<file path="config.mk">
export PLATFORM = sky130hd
export DESIGN_NAME = accumulator_instruction_execute_core
export DESIGN_NICKNAME = d
export VERILOG_FILES = /design/src/rtl/aie_pkg.sv /design/src/rtl/accumulator_instruction_execute_core.sv
export SDC_FILE = /design/constraint.sdc
export NUM_CORES = 2
export LEC_CHECK = 0
export BUFFER_PORTS_ARGS = -buffer_cell sky130_fd_sc_hd__buf_2
export CAP_MARGIN = 20
export CORE_MARGIN = 5
export CORE_UTILIZATION = 40
export CTS_CLUSTER_DIAMETER = 120
export DETAILED_ROUTE_END_ITERATION = 7
export SYNTH_ARGS = -nofsm -noshare
export SYNTH_HDL_FRONTEND = slang
export SYNTH_SLANG_ARGS = --single-unit
</file>
<file path="constraint.sdc">
create_clock -name clk_i -period 8.3 [get_ports clk_i]
set_input_delay 1.66 -clock clk_i [delete_from_list [all_inputs] [get_ports clk_i]]
set_output_delay 1.66 -clock clk_i [all_outputs]
set_load 0.02 [all_outputs]
</file>
<file path="src/rtl/aie_pkg.sv">
// Package for the accumulator instruction execute core.
// Holds parameter defaults and operation codes; depends on nothing.
package aie_pkg;

  localparam int unsigned WORD_BITS_DEF = 32;
  localparam int unsigned MEM_WORDS_DEF = 128;

  localparam int unsigned OP_BITS   = 4;
  localparam int unsigned ADDR_BITS = 7;
  localparam int unsigned PORT_BITS = 32;

  typedef enum logic [OP_BITS-1:0] {
    OP_PRINT  = 4'd0,
    OP_READ   = 4'd1,
    OP_LOAD   = 4'd2,
    OP_SAVE   = 4'd3,
    OP_ADD    = 4'd4,
    OP_SUB    = 4'd5,
    OP_DIV    = 4'd6,
    OP_MUL    = 4'd7,
    OP_JUMP   = 4'd8,
    OP_BRNEG  = 4'd9,
    OP_BRZERO = 4'd10,
    OP_HALT   = 4'd11
  } op_e;

endpackage

</file>
<file path="src/rtl/accumulator_instruction_execute_core.sv">
// Execute core of a one-accumulator teaching machine: accumulator, word memory,
// shared adder and its sequencer, output register. Depends on aie_pkg.
//
// Each beat is one decoded instruction. The block accepts one beat at a time
// and holds in_stall_o high while it works: a multiply and a divide by a
// non-zero word occupy it longest, since one adder steps the product or
// quotient one bit per cycle and the single memory port reads the operand
// first; every other beat, a divide by zero and any beat after a halt take
// the short path through the read, execute and done states. After reset the
// block clears the word memory, one word per cycle, before it takes the first
// beat. A finished result waits in the output register while the next beat is
// taken; a further result holds the core, and its input, until that register
// drains.
module accumulator_instruction_execute_core
  import aie_pkg::*;
#(
  parameter int unsigned WORD_BITS = WORD_BITS_DEF,
  parameter int unsigned MEM_WORDS = MEM_WORDS_DEF
) (
  input  logic                        clk_i,
  input  logic                        rst_ni,
  input  logic                        in_valid_i,
  output logic                        in_stall_o,
  input  logic [OP_BITS-1:0]          operation_i,
  input  logic [ADDR_BITS-1:0]        address_i,
  input  logic signed [PORT_BITS-1:0] read_value_i,
  output logic                        out_valid_o,
  input  logic                        out_stall_i,
  output logic signed [PORT_BITS-1:0] print_value_o,
  output logic                        print_valid_o,
  output logic signed [PORT_BITS-1:0] accumulator_value_o,
  output logic                        branch_taken_o,
  output logic [ADDR_BITS-1:0]        branch_target_o,
  output logic                        halted_o,
  output logic                        divide_error_o
);

  localparam int unsigned WB = WORD_BITS;
  localparam int unsigned AW = $clog2(MEM_WORDS);
  localparam int unsigned IW = (AW > ADDR_BITS) ? AW : ADDR_BITS;
  localparam int unsigned CW = $clog2(WORD_BITS);

  typedef enum logic [9:0] {
    S_CLEAR = 10'b00_0000_0001,
    S_IDLE  = 10'b00_0000_0010,
    S_READ  = 10'b00_0000_0100,
    S_EXEC  = 10'b00_0000_1000,
    S_ABSA  = 10'b00_0001_0000,
    S_ABSB  = 10'b00_0010_0000,
    S_MUL   = 10'b00_0100_0000,
    S_DIV   = 10'b00_1000_0000,
    S_SIGN  = 10'b01_0000_0000,
    S_DONE  = 10'b10_0000_0000
  } state_e;

  state_e state_q, state_d;

  logic [AW-1:0] clr_cnt_q, clr_cnt_d;
  logic [CW-1:0] cnt_q, cnt_d;
  logic          halt_q, halt_d;
  logic          out_valid_q, out_valid_d;

  logic [OP_BITS-1:0]   op_q, op_d;
  logic [ADDR_BITS-1:0] addr_q, addr_d;
  logic signed [WB-1:0] rdv_q, rdv_d;
  logic signed [WB-1:0] acc_q, acc_d;
  logic [WB-1:0]        x_q, x_d;
  logic [WB-1:0]        y_q, y_d;
  logic [WB-1:0]        z_q, z_d;
  logic                 neg_q, neg_d;

  logic signed [WB-1:0] r_pval_q, r_pval_d;
  logic                 r_pvalid_q, r_pvalid_d;
  logic                 r_btaken_q, r_btaken_d;
  logic                 r_derr_q, r_derr_d;

  logic signed [PORT_BITS-1:0] o_pval_q, o_acc_q;
  logic                        o_pvalid_q, o_btaken_q, o_halt_q, o_derr_q;
  logic [ADDR_BITS-1:0]        o_btarget_q;
  logic                        out_load;

  logic signed [WB-1:0] mem_q [MEM_WORDS];
  logic signed [WB-1:0] mem_rd_q;
  logic signed [WB-1:0] mem_val;
  logic                 mem_we;
  logic [AW-1:0]        mem_wa;
  logic signed [WB-1:0] mem_wd;
  logic [IW-1:0]        addr_ext;
  logic [AW-1:0]        addr_idx;
  logic                 in_range;

  logic [WB:0] alu_a, alu_b, alu_sum;
  logic        alu_inv;
  logic [WB:0] div_trial;

  assign addr_ext = IW'(addr_q);
  assign addr_idx = addr_ext[AW-1:0];
  assign in_range = (32'(addr_q) < MEM_WORDS);
  assign mem_val  = in_range ? mem_rd_q : '0;

  assign alu_sum   = alu_a + (alu_inv ? ~alu_b : alu_b) + (WB+1)'(alu_inv);
  assign div_trial = {x_q, z_q[WB-1]};

  assign in_stall_o = (state_q != S_IDLE);
  assign out_load   = (state_q == S_DONE) && (!out_valid_q || !out_stall_i);

  always_comb begin
    state_d    = state_q;
    clr_cnt_d  = clr_cnt_q;
    cnt_d      = cnt_q;
    halt_d     = halt_q;
    out_valid_d = out_valid_q;
    op_d       = op_q;
    addr_d     = addr_q;
    rdv_d      = rdv_q;
    acc_d      = acc_q;
    x_d        = x_q;
    y_d        = y_q;
    z_d        = z_q;
    neg_d      = neg_q;
    r_pval_d   = r_pval_q;
    r_pvalid_d = r_pvalid_q;
    r_btaken_d = r_btaken_q;
    r_derr_d   = r_derr_q;
    mem_we     = 1'b0;
    mem_wa     = addr_idx;
    mem_wd     = acc_q;
    alu_a      = '0;
    alu_b      = '0;
    alu_inv    = 1'b0;

    if (out_valid_q && !out_stall_i) begin
      out_valid_d = 1'b0;
    end

    case (state_q)
      S_CLEAR: begin
        mem_we    = 1'b1;
        mem_wa    = clr_cnt_q;
        mem_wd    = '0;
        clr_cnt_d = clr_cnt_q + AW'(1);
        if (clr_cnt_q == AW'(MEM_WORDS - 1)) begin
          state_d = S_IDLE;
        end
      end
      S_IDLE: begin
        if (in_valid_i) begin
          op_d    = operation_i;
          addr_d  = address_i;
          rdv_d   = WB'(read_value_i);
          state_d = S_READ;
        end
      end
      S_READ: begin
        state_d = S_EXEC;
      end
      S_EXEC: begin
        r_pval_d   = '0;
        r_pvalid_d = 1'b0;
        r_btaken_d = 1'b0;
        r_derr_d   = 1'b0;
        state_d    = S_DONE;
        if (!halt_q) begin
          case (op_e'(op_q))
            OP_PRINT: begin
              r_pval_d   = mem_val;
              r_pvalid_d = 1'b1;
            end
            OP_READ: begin
              mem_we = in_range;
              mem_wd = rdv_q;
            end
            OP_LOAD: begin
              acc_d = mem_val;
            end
            OP_SAVE: begin
              mem_we = in_range;
              mem_wd = acc_q;
            end
            OP_ADD, OP_SUB: begin
              alu_a   = {1'b0, acc_q};
              alu_b   = {1'b0, mem_val};
              alu_inv = (op_e'(op_q) == OP_SUB);
              acc_d   = alu_sum[WB-1:0];
            end
            OP_DIV: begin
              if (mem_val == '0) begin
                r_derr_d = 1'b1;
              end else begin
                z_d     = acc_q;
                y_d     = mem_val;
                neg_d   = acc_q[WB-1] ^ mem_val[WB-1];
                state_d = S_ABSA;
              end
            end
            OP_MUL: begin
              x_d     = '0;
              y_d     = acc_q;
              z_d     = mem_val;
              cnt_d   = '0;
              state_d = S_MUL;
            end
            OP_JUMP: begin
              r_btaken_d = 1'b1;
            end
            OP_BRNEG: begin
              r_btaken_d = acc_q[WB-1];
            end
            OP_BRZERO: begin
              r_btaken_d = (acc_q == '0);
            end
            OP_HALT: begin
              halt_d = 1'b1;
            end
            default: begin
            end
          endcase
        end
      end
      S_ABSA: begin
        alu_b   = {1'b0, z_q};
        alu_inv = 1'b1;
        if (z_q[WB-1]) begin
          z_d = alu_sum[WB-1:0];
        end
        state_d = S_ABSB;
      end
      S_ABSB: begin
        alu_b   = {1'b0, y_q};
        alu_inv = 1'b1;
        if (y_q[WB-1]) begin
          y_d = alu_sum[WB-1:0];
        end
        x_d     = '0;
        cnt_d   = '0;
        state_d = S_DIV;
      end
      S_DIV: begin
        alu_a   = div_trial;
        alu_b   = {1'b0, y_q};
        alu_inv = 1'b1;
        if (!alu_sum[WB]) begin
          x_d = alu_sum[WB-1:0];
        end else begin
          x_d = div_trial[WB-1:0];
        end
        z_d   = {z_q[WB-2:0], !alu_sum[WB]};
        cnt_d = cnt_q + CW'(1);
        if (cnt_q == CW'(WORD_BITS - 1)) begin
          state_d = S_SIGN;
        end
      end
      S_SIGN: begin
        alu_b   = {1'b0, z_q};
        alu_inv = 1'b1;
        acc_d   = neg_q ? alu_sum[WB-1:0] : z_q;
        state_d = S_DONE;
      end
      S_MUL: begin
        alu_a = {1'b0, x_q};
        alu_b = z_q[0] ? {1'b0, y_q} : '0;
        x_d   = alu_sum[WB-1:0];
        y_d   = {y_q[WB-2:0], 1'b0};
        z_d   = {1'b0, z_q[WB-1:1]};
        cnt_d = cnt_q + CW'(1);
        if (cnt_q == CW'(WORD_BITS - 1)) begin
          acc_d   = alu_sum[WB-1:0];
          state_d = S_DONE;
        end
      end
      S_DONE: begin
        if (out_load) begin
          out_valid_d = 1'b1;
          state_d     = S_IDLE;
        end
      end
      default: begin
        state_d = S_IDLE;
      end
    endcase
  end

  always_ff @(posedge clk_i or negedge rst_ni) begin
    if (!rst_ni) begin
      state_q     <= S_CLEAR;
      clr_cnt_q   <= '0;
      cnt_q       <= '0;
      halt_q      <= 1'b0;
      out_valid_q <= 1'b0;
      acc_q       <= '0;
    end else begin
      state_q     <= state_d;
      clr_cnt_q   <= clr_cnt_d;
      cnt_q       <= cnt_d;
      halt_q      <= halt_d;
      out_valid_q <= out_valid_d;
      acc_q       <= acc_d;
    end
  end

  always_ff @(posedge clk_i) begin
    op_q       <= op_d;
    addr_q     <= addr_d;
    rdv_q      <= rdv_d;
    x_q        <= x_d;
    y_q        <= y_d;
    z_q        <= z_d;
    neg_q      <= neg_d;
    r_pval_q   <= r_pval_d;
    r_pvalid_q <= r_pvalid_d;
    r_btaken_q <= r_btaken_d;
    r_derr_q   <= r_derr_d;
    if (out_load) begin
      o_pval_q    <= PORT_BITS'(r_pval_q);
      o_pvalid_q  <= r_pvalid_q;
      o_acc_q     <= PORT_BITS'(acc_q);
      o_btaken_q  <= r_btaken_q;
      o_btarget_q <= r_btaken_q ? addr_q : '0;
      o_halt_q    <= halt_q;
      o_derr_q    <= r_derr_q;
    end
  end

  always_ff @(posedge clk_i) begin
    if (mem_we) begin
      mem_q[mem_wa] <= mem_wd;
    end
    mem_rd_q <= mem_q[addr_idx];
  end

  assign out_valid_o         = out_valid_q;
  assign print_value_o       = o_pval_q;
  assign print_valid_o       = o_pvalid_q;
  assign accumulator_value_o = o_acc_q;
  assign branch_taken_o      = o_btaken_q;
  assign branch_target_o     = o_btarget_q;
  assign halted_o            = o_halt_q;
  assign divide_error_o      = o_derr_q;

endmodule
</file>
[Word level (Yosys, flattened, before mapping)]
Memories as Yosys holds them, arrays and structs flattened. A register that Yosys moved wholly into a read port is not among the register bits.
Cells that the tools add are included.
Word-level totals
  flip-flop bits (word level): 306
  RAM bits: 4096
  input bits: 47
  output and inout port bits: 77
  word-level logic and storage cells: 164
  memories: 1
Operators by class
  add/sub/neg operators: 4
  eq/ne operators: 36
  muxes and demuxes: 59
  bitwise gates (word level): 6
  reduce and logical (&&, ||, !) cells: 32
Memory list
  mem_q: depth 128, bits a word 32, rd ports 1, clocked after memory_dff 1, write ports 1, RTL line accumulator_instruction_execute_core.sv:82  | logic signed [WB-1:0] mem_q [MEM_WORDS];
Operators with widths (number)
  32-bit two-way mux: 19
  32-bit case mux with 4 select lines: 3
  32-bit case mux with 2 select lines: 4
  32-bit case mux with 3 select lines: 2
  10-bit case mux with 10 select lines: 1
  33-bit case mux with 3 select lines: 1
  10-bit two-way mux: 7
  32-bit logical NOT: 2
  33-bit by 1-bit adder with 33-bit output: 1
  33-bit adder: 1
  33-bit two-way mux: 1
  33-bit inverter: 1
  10-bit case mux with 2 select lines: 1
  4-bit by 3-bit equality test with 1-bit output, second input constant: 4
  4-bit equality test, second input constant: 4
  2-bit inequality test, second input constant: 8
  4-bit AND reduction: 4
  5-bit case mux with 3 select lines: 1
  5-bit AND reduction: 3
  2-bit OR reduction: 7
  1-bit two-way mux: 13
  10-bit by 1-bit equality test with 1-bit output, second input constant: 1
  10-bit equality test, second input constant: 1
  10-bit by 2-bit equality test with 1-bit output, second input constant: 1
  33 further kinds: 46

[Longest topological paths before layout]
  depth after elaboration: 12
  mapped depth: 23
  depth with buffers taken out: 19

[Worst setup path after synthesis]
OpenSTA, ideal clock, no wires.
  path kind: register to register
  from: reg state_q[5]
  to: mem mem_q[0][31] (netlist name), data pin
  library setup time: 1.228 ns
  arrival: 6.602 ns
  required time: 7.072 ns
  path slack: 0.469 ns
  cell stages (with the launch flop): 8
  buffers on the path: 3
  clock period less this slack: 7.831 ns
  path through: dfrtp_1 -> clkbuf_1 -> or4_1 -> nor4_1 -> and3b_1 -> clkbuf_1 -> clkbuf_1 -> o31ai_1
On the way
  cells in the longest elaborated chain, start to end: 2
  elaborated cells on any way between the ends: 3
Ends and longest elaborated chain
  start: declaration: RTL line accumulator_instruction_execute_core.sv:56  | state_e state_q, state_d;
  start signal: assignment: RTL line accumulator_instruction_execute_core.sv:292  | state_q <= state_d;
  10-bit by 4-bit equality test with 1-bit output / 10-bit by 1-bit equality test with 1-bit output (equally long branches): RTL line accumulator_instruction_execute_core.sv:136  | case (state_q)
  32-bit case mux with 2 select lines *: RTL line accumulator_instruction_execute_core.sv:136
  named net mem_wd[31]: RTL line accumulator_instruction_execute_core.sv:87  | logic signed [WB-1:0] mem_wd;
  end: declaration: RTL line accumulator_instruction_execute_core.sv:82
Mark *: on every way through the listed nets, which the timed path passes. The rest lies on a longest branch.

[Worst setup path after layout]
  from: reg state_q[2]
  to: reg x_q[2], data pin
On the way
  cells in the longest elaborated chain, start to end: 9
  elaborated cells on any way between the ends: 18
Ends and longest elaborated chain
  10-bit by 5-bit equality test with 1-bit output (tied with other cells): RTL line accumulator_instruction_execute_core.sv:136
  2-bit OR reduction (no source line)
  32-bit case mux with 4 select lines: RTL line accumulator_instruction_execute_core.sv:136
  33-bit inverter: RTL line accumulator_instruction_execute_core.sv:101  | assign alu_sum = alu_a + (alu_inv ? ~alu_b : alu_b) + (WB+1)'(alu_inv);
  33-bit two-way mux: RTL line accumulator_instruction_execute_core.sv:101
  33-bit adder: RTL line accumulator_instruction_execute_core.sv:101
  33-bit by 1-bit adder with 33-bit output: RTL line accumulator_instruction_execute_core.sv:101
  32-bit two-way mux: RTL line accumulator_instruction_execute_core.sv:242  | if (!alu_sum[WB]) begin
  32-bit case mux with 4 select lines *: RTL line accumulator_instruction_execute_core.sv:136
  named net x_d[2]: RTL line accumulator_instruction_execute_core.sv:67  | logic [WB-1:0] x_q, x_d;
  end signal: assignment: RTL line accumulator_instruction_execute_core.sv:305  | x_q <= x_d;
  end: declaration: RTL line accumulator_instruction_execute_core.sv:67
Marks and branches as above.
A chain may end at the register's enable or synchronous reset.

==> out/metrics.yaml <==
setup_path:
  required_ps: 8980
  cp-start-kind: "flop"
  startpoint: "state_q[2]$_DFFE_PN0P_"
  cp.arrival_ps: 6920
  worst_r2r_path_depth: 18
  path_max_fanout: 21
  worst_setup_path_end_kind: "flop"
  worstSetupPathType: "flop to flop"
  r2r_start: "state_q[2]$_DFFE_PN0P_"
logic_synthesis:
  yosys_warnings: 0
  avgSynthCellArea_sq_um: 22.5
  ys_top_cells_by_area: "edfxtp_1 75%, mux4_2 17%, nand2_1 0.81%"
  yosysSeqAreaShare_pct: 76.5
  async_flop_share_pct: 1.26
  synth_top_area_cell: "edfxtp_1"
  synth_cell_type_count: 69
  netlist.area_leader.share_pct: 75.3
  synthFlopType: "edfxtp_1"
  synth_edf_count: 4346
  netlist_instances: 7703
  syn_area_sq_um: 173000
  ys_seq_elements: 4434
  syn_nets: 7785
clocking:
  cts_buffers: 433
  cts_setup_buffers: 0
  cts_resized: 0
  clkLatencyLatePin_ps: 1000
  clk_pin_slew_ps: 70
  tritoncts: "done"
  cts_root_buf: "clkbuf_16"
  cts_sinks: 4434
  hold_buffers: 0
  cts_buffer_depth: 4
  cts-htree-levels: 5
sta:
  setup-tns-final_ps: 0
  slew_headroom_pct: 15.2
  setup_viol_count_final: 0
  skew_ps: 87.9
  drv_slew: 0
  max_freq_mhz: 160
  rsz0062_at_grt: "no"
  fin_crit_sh_pct: 75.1
  finalHoldViolCount: 0
  max_slew.worst_pin.slew_ps: 1270
  finalCriticalPeriod_ps: 6230
  layout_setup_ws_ps: 2070
finish:
  layout_commonest_cell: "edfxtp_1"
  seq_area_sq_um: 133000
  n_fill_cell: 35500
  fin_nets: 8175
  drive_above_1_share_pct: 30.4
  layout_common_cells: "4,346 x edfxtp_1, 1,344 x mux4_2, 437 x clkbuf_16"
  area_growth_syn_to_layout_pct: 13.8
  multi_input_area_sq_um: 40300
status:
  status: "complete, no violations"
pwr:
  p_leak_nw: 62.0
  power_density_nw_per_um2: 287
  peakVddDrop_mv: 0.223
route:
  drc_errors: 0
  via_per_inst: 6.01
  ant_nets: 0
  routed_wl_mm: 477
  vias: 85400
  wl_per_cell_um: 33.6
  drt-pass1-iter-count: 8
  drtIter0Drc: 12200
floorplan:
  die_w_um: 668
  coreArea_sq_um: 431000
  start_util_pct: 40.2
  row_count: 241
  die_h_um: 668
  pin_count: 124
  die_area_sq_um: 446000
hold_path:
  min_from: "r_pval_q[28]$_SDFFCE_PP0P_"
  hp-class: "flop to flop"
  holdPathStages: 0
global_routing:
  antenna_found_initial: 43
  grt_pass1_wl_mm: 669
  grt_max_degree: 151
  grt_pass1_vias: 85800
  grt_usage_pct: 21.1
  grt_overflow: 0
place:
  pre_cts_slack_ps: 1900
  routabilityCongestion: 0.902
  port_buffers: 123
  hpwl_mm: 270
job:
  cap_viol_max_count: 0
-- sequential cells by signal, summed over array words and instances, names as in the netlist, 4 cells and up --
signal and cells:
z_q 32, state_q 10, print_value_o 32, mem_rd_q 32, rdv_q 32, x_q 32
cnt_q 5, addr_ext 7, op_q 4, clr_cnt_q 7, branch_target_o 7, acc_q 32
y_q 32, mem_q 4096, accumulator_value_o 32, r_pval_q 32
-- per-layer routing --
layer	global-route usage [%]	part of all wire, %	up-vias
met5	0	0.0027	-
met4	5.50	2.8	2
met3	3.88	9.8	707
met2	33.2	47	4635
met1	30.5	40	46400
li1	-	-	33700
-- kinds of logic (layout without fill, tap and decap cells) --
kind of cell,after synthesis,in the layout,share of synthesized area (%)
simple gates,809,809,2.10
compound gates,473,473,1.88
fa+ha+maj,35,35,0.257
mux,1412,1412,17.9
buf+inv,468,1218,1.02
flops,4434,4434,76.5
other cells,0,41,0
xor+xnor,72,72,0.364
-- power breakdown --
| part | leakage (nW) | internal [mW] | switching, mW | total [mW] |
|---|---|---|---|---|
| Combinational | 14.2 | 3.37 | 6.48 | 9.84 |
| Clock | 6.83 | 11.2 | 8.41 | 19.6 |
| Sequential | 40.9 | 26.6 | 0.576 | 27.1 |
| Total | 62.0 | 41.1 | 15.5 | 56.6 |
-- through the flow --
| step | std cells | area, sq um | power (mW) | utilization [%] | hold WS [ps] |
|---|---|---|---|---|---|
| after floorplan | 7703 | 173000 | 33.0 | - | 400 |
| after global placement | 13400 | 183000 | 37.2 | 42.4 | 411 |
| after detailed placement | 13400 | 183000 | 37.5 | 42.4 | 408 |
| after CTS | 14200 | 197000 | 56.9 | 45.7 | 422 |
| after global routing | 14200 | 197000 | 58.3 | 45.7 | 429 |
| final | 14200 | 197000 | 56.6 | 45.7 | 419 |
-- final timing paths --
| check | to | slack (ps) |
|---|---|---|
| max reg2reg | x_q[2]$_DFFE_PP_ | 2070 |
| min in group asynchronous | out_valid_o$_DFF_PN0_ | 950 |
| min reg2reg | print_value_o[28]$_DFFE_PP_ | 420 |
| min | print_value_o[28]$_DFFE_PP_ | 420 |
| max | x_q[2]$_DFFE_PP_ | 2070 |
| max in group asynchronous | clr_cnt_q[3]$_DFFE_PN0P_ | 6660 |
-- cell usage after synthesis (33+ instances only) --
master / number
buf_1: 59
o21ai_0: 49
mux4_2: 1344
clkbuf_1: 368
mux2i_1: 35
o21ai_1: 52
dfrtp_1: 55
nand3_1: 65
ha_1: 34
nor2_1: 190
a222oi_1: 65
inv_1: 37
and2_1: 45
nand2_1: 376
xor2_1: 44
mux2_2: 33
a21oi_1: 114
edfxtp_1: 4346
-- final cells by class --
cell class | instances | share of cell area [%]
diodes | 41 | 0.0520
multi-input cells | 2801 | 20.4
repair buffers | 385 | 1.45
flip-flops and latches | 4434 | 67.2
clock inverters | 268 | 1.38
well taps | 5710 | 3.62
clock buffers | 527 | 5.74
inverters | 38 | 0.0723
-- worst max-delay path, stage by stage, from the launching register on --
cell,delay [ps]
dfrtp_1,440
or4_1,730
nor2_1,330
and3_4,240
a21o_1,560
a222oi_1,220
xor2_1,190
ha_1,410
nand2_1,120
nor2_1,430
a21o_1,320
a21oi_1,200
o211ai_1,350
nand3_1,170
a31oi_1,260
xnor2_2,160
buf_4,430
mux2i_1,260
o22ai_1,110
(Power assumes the default switching activity.)
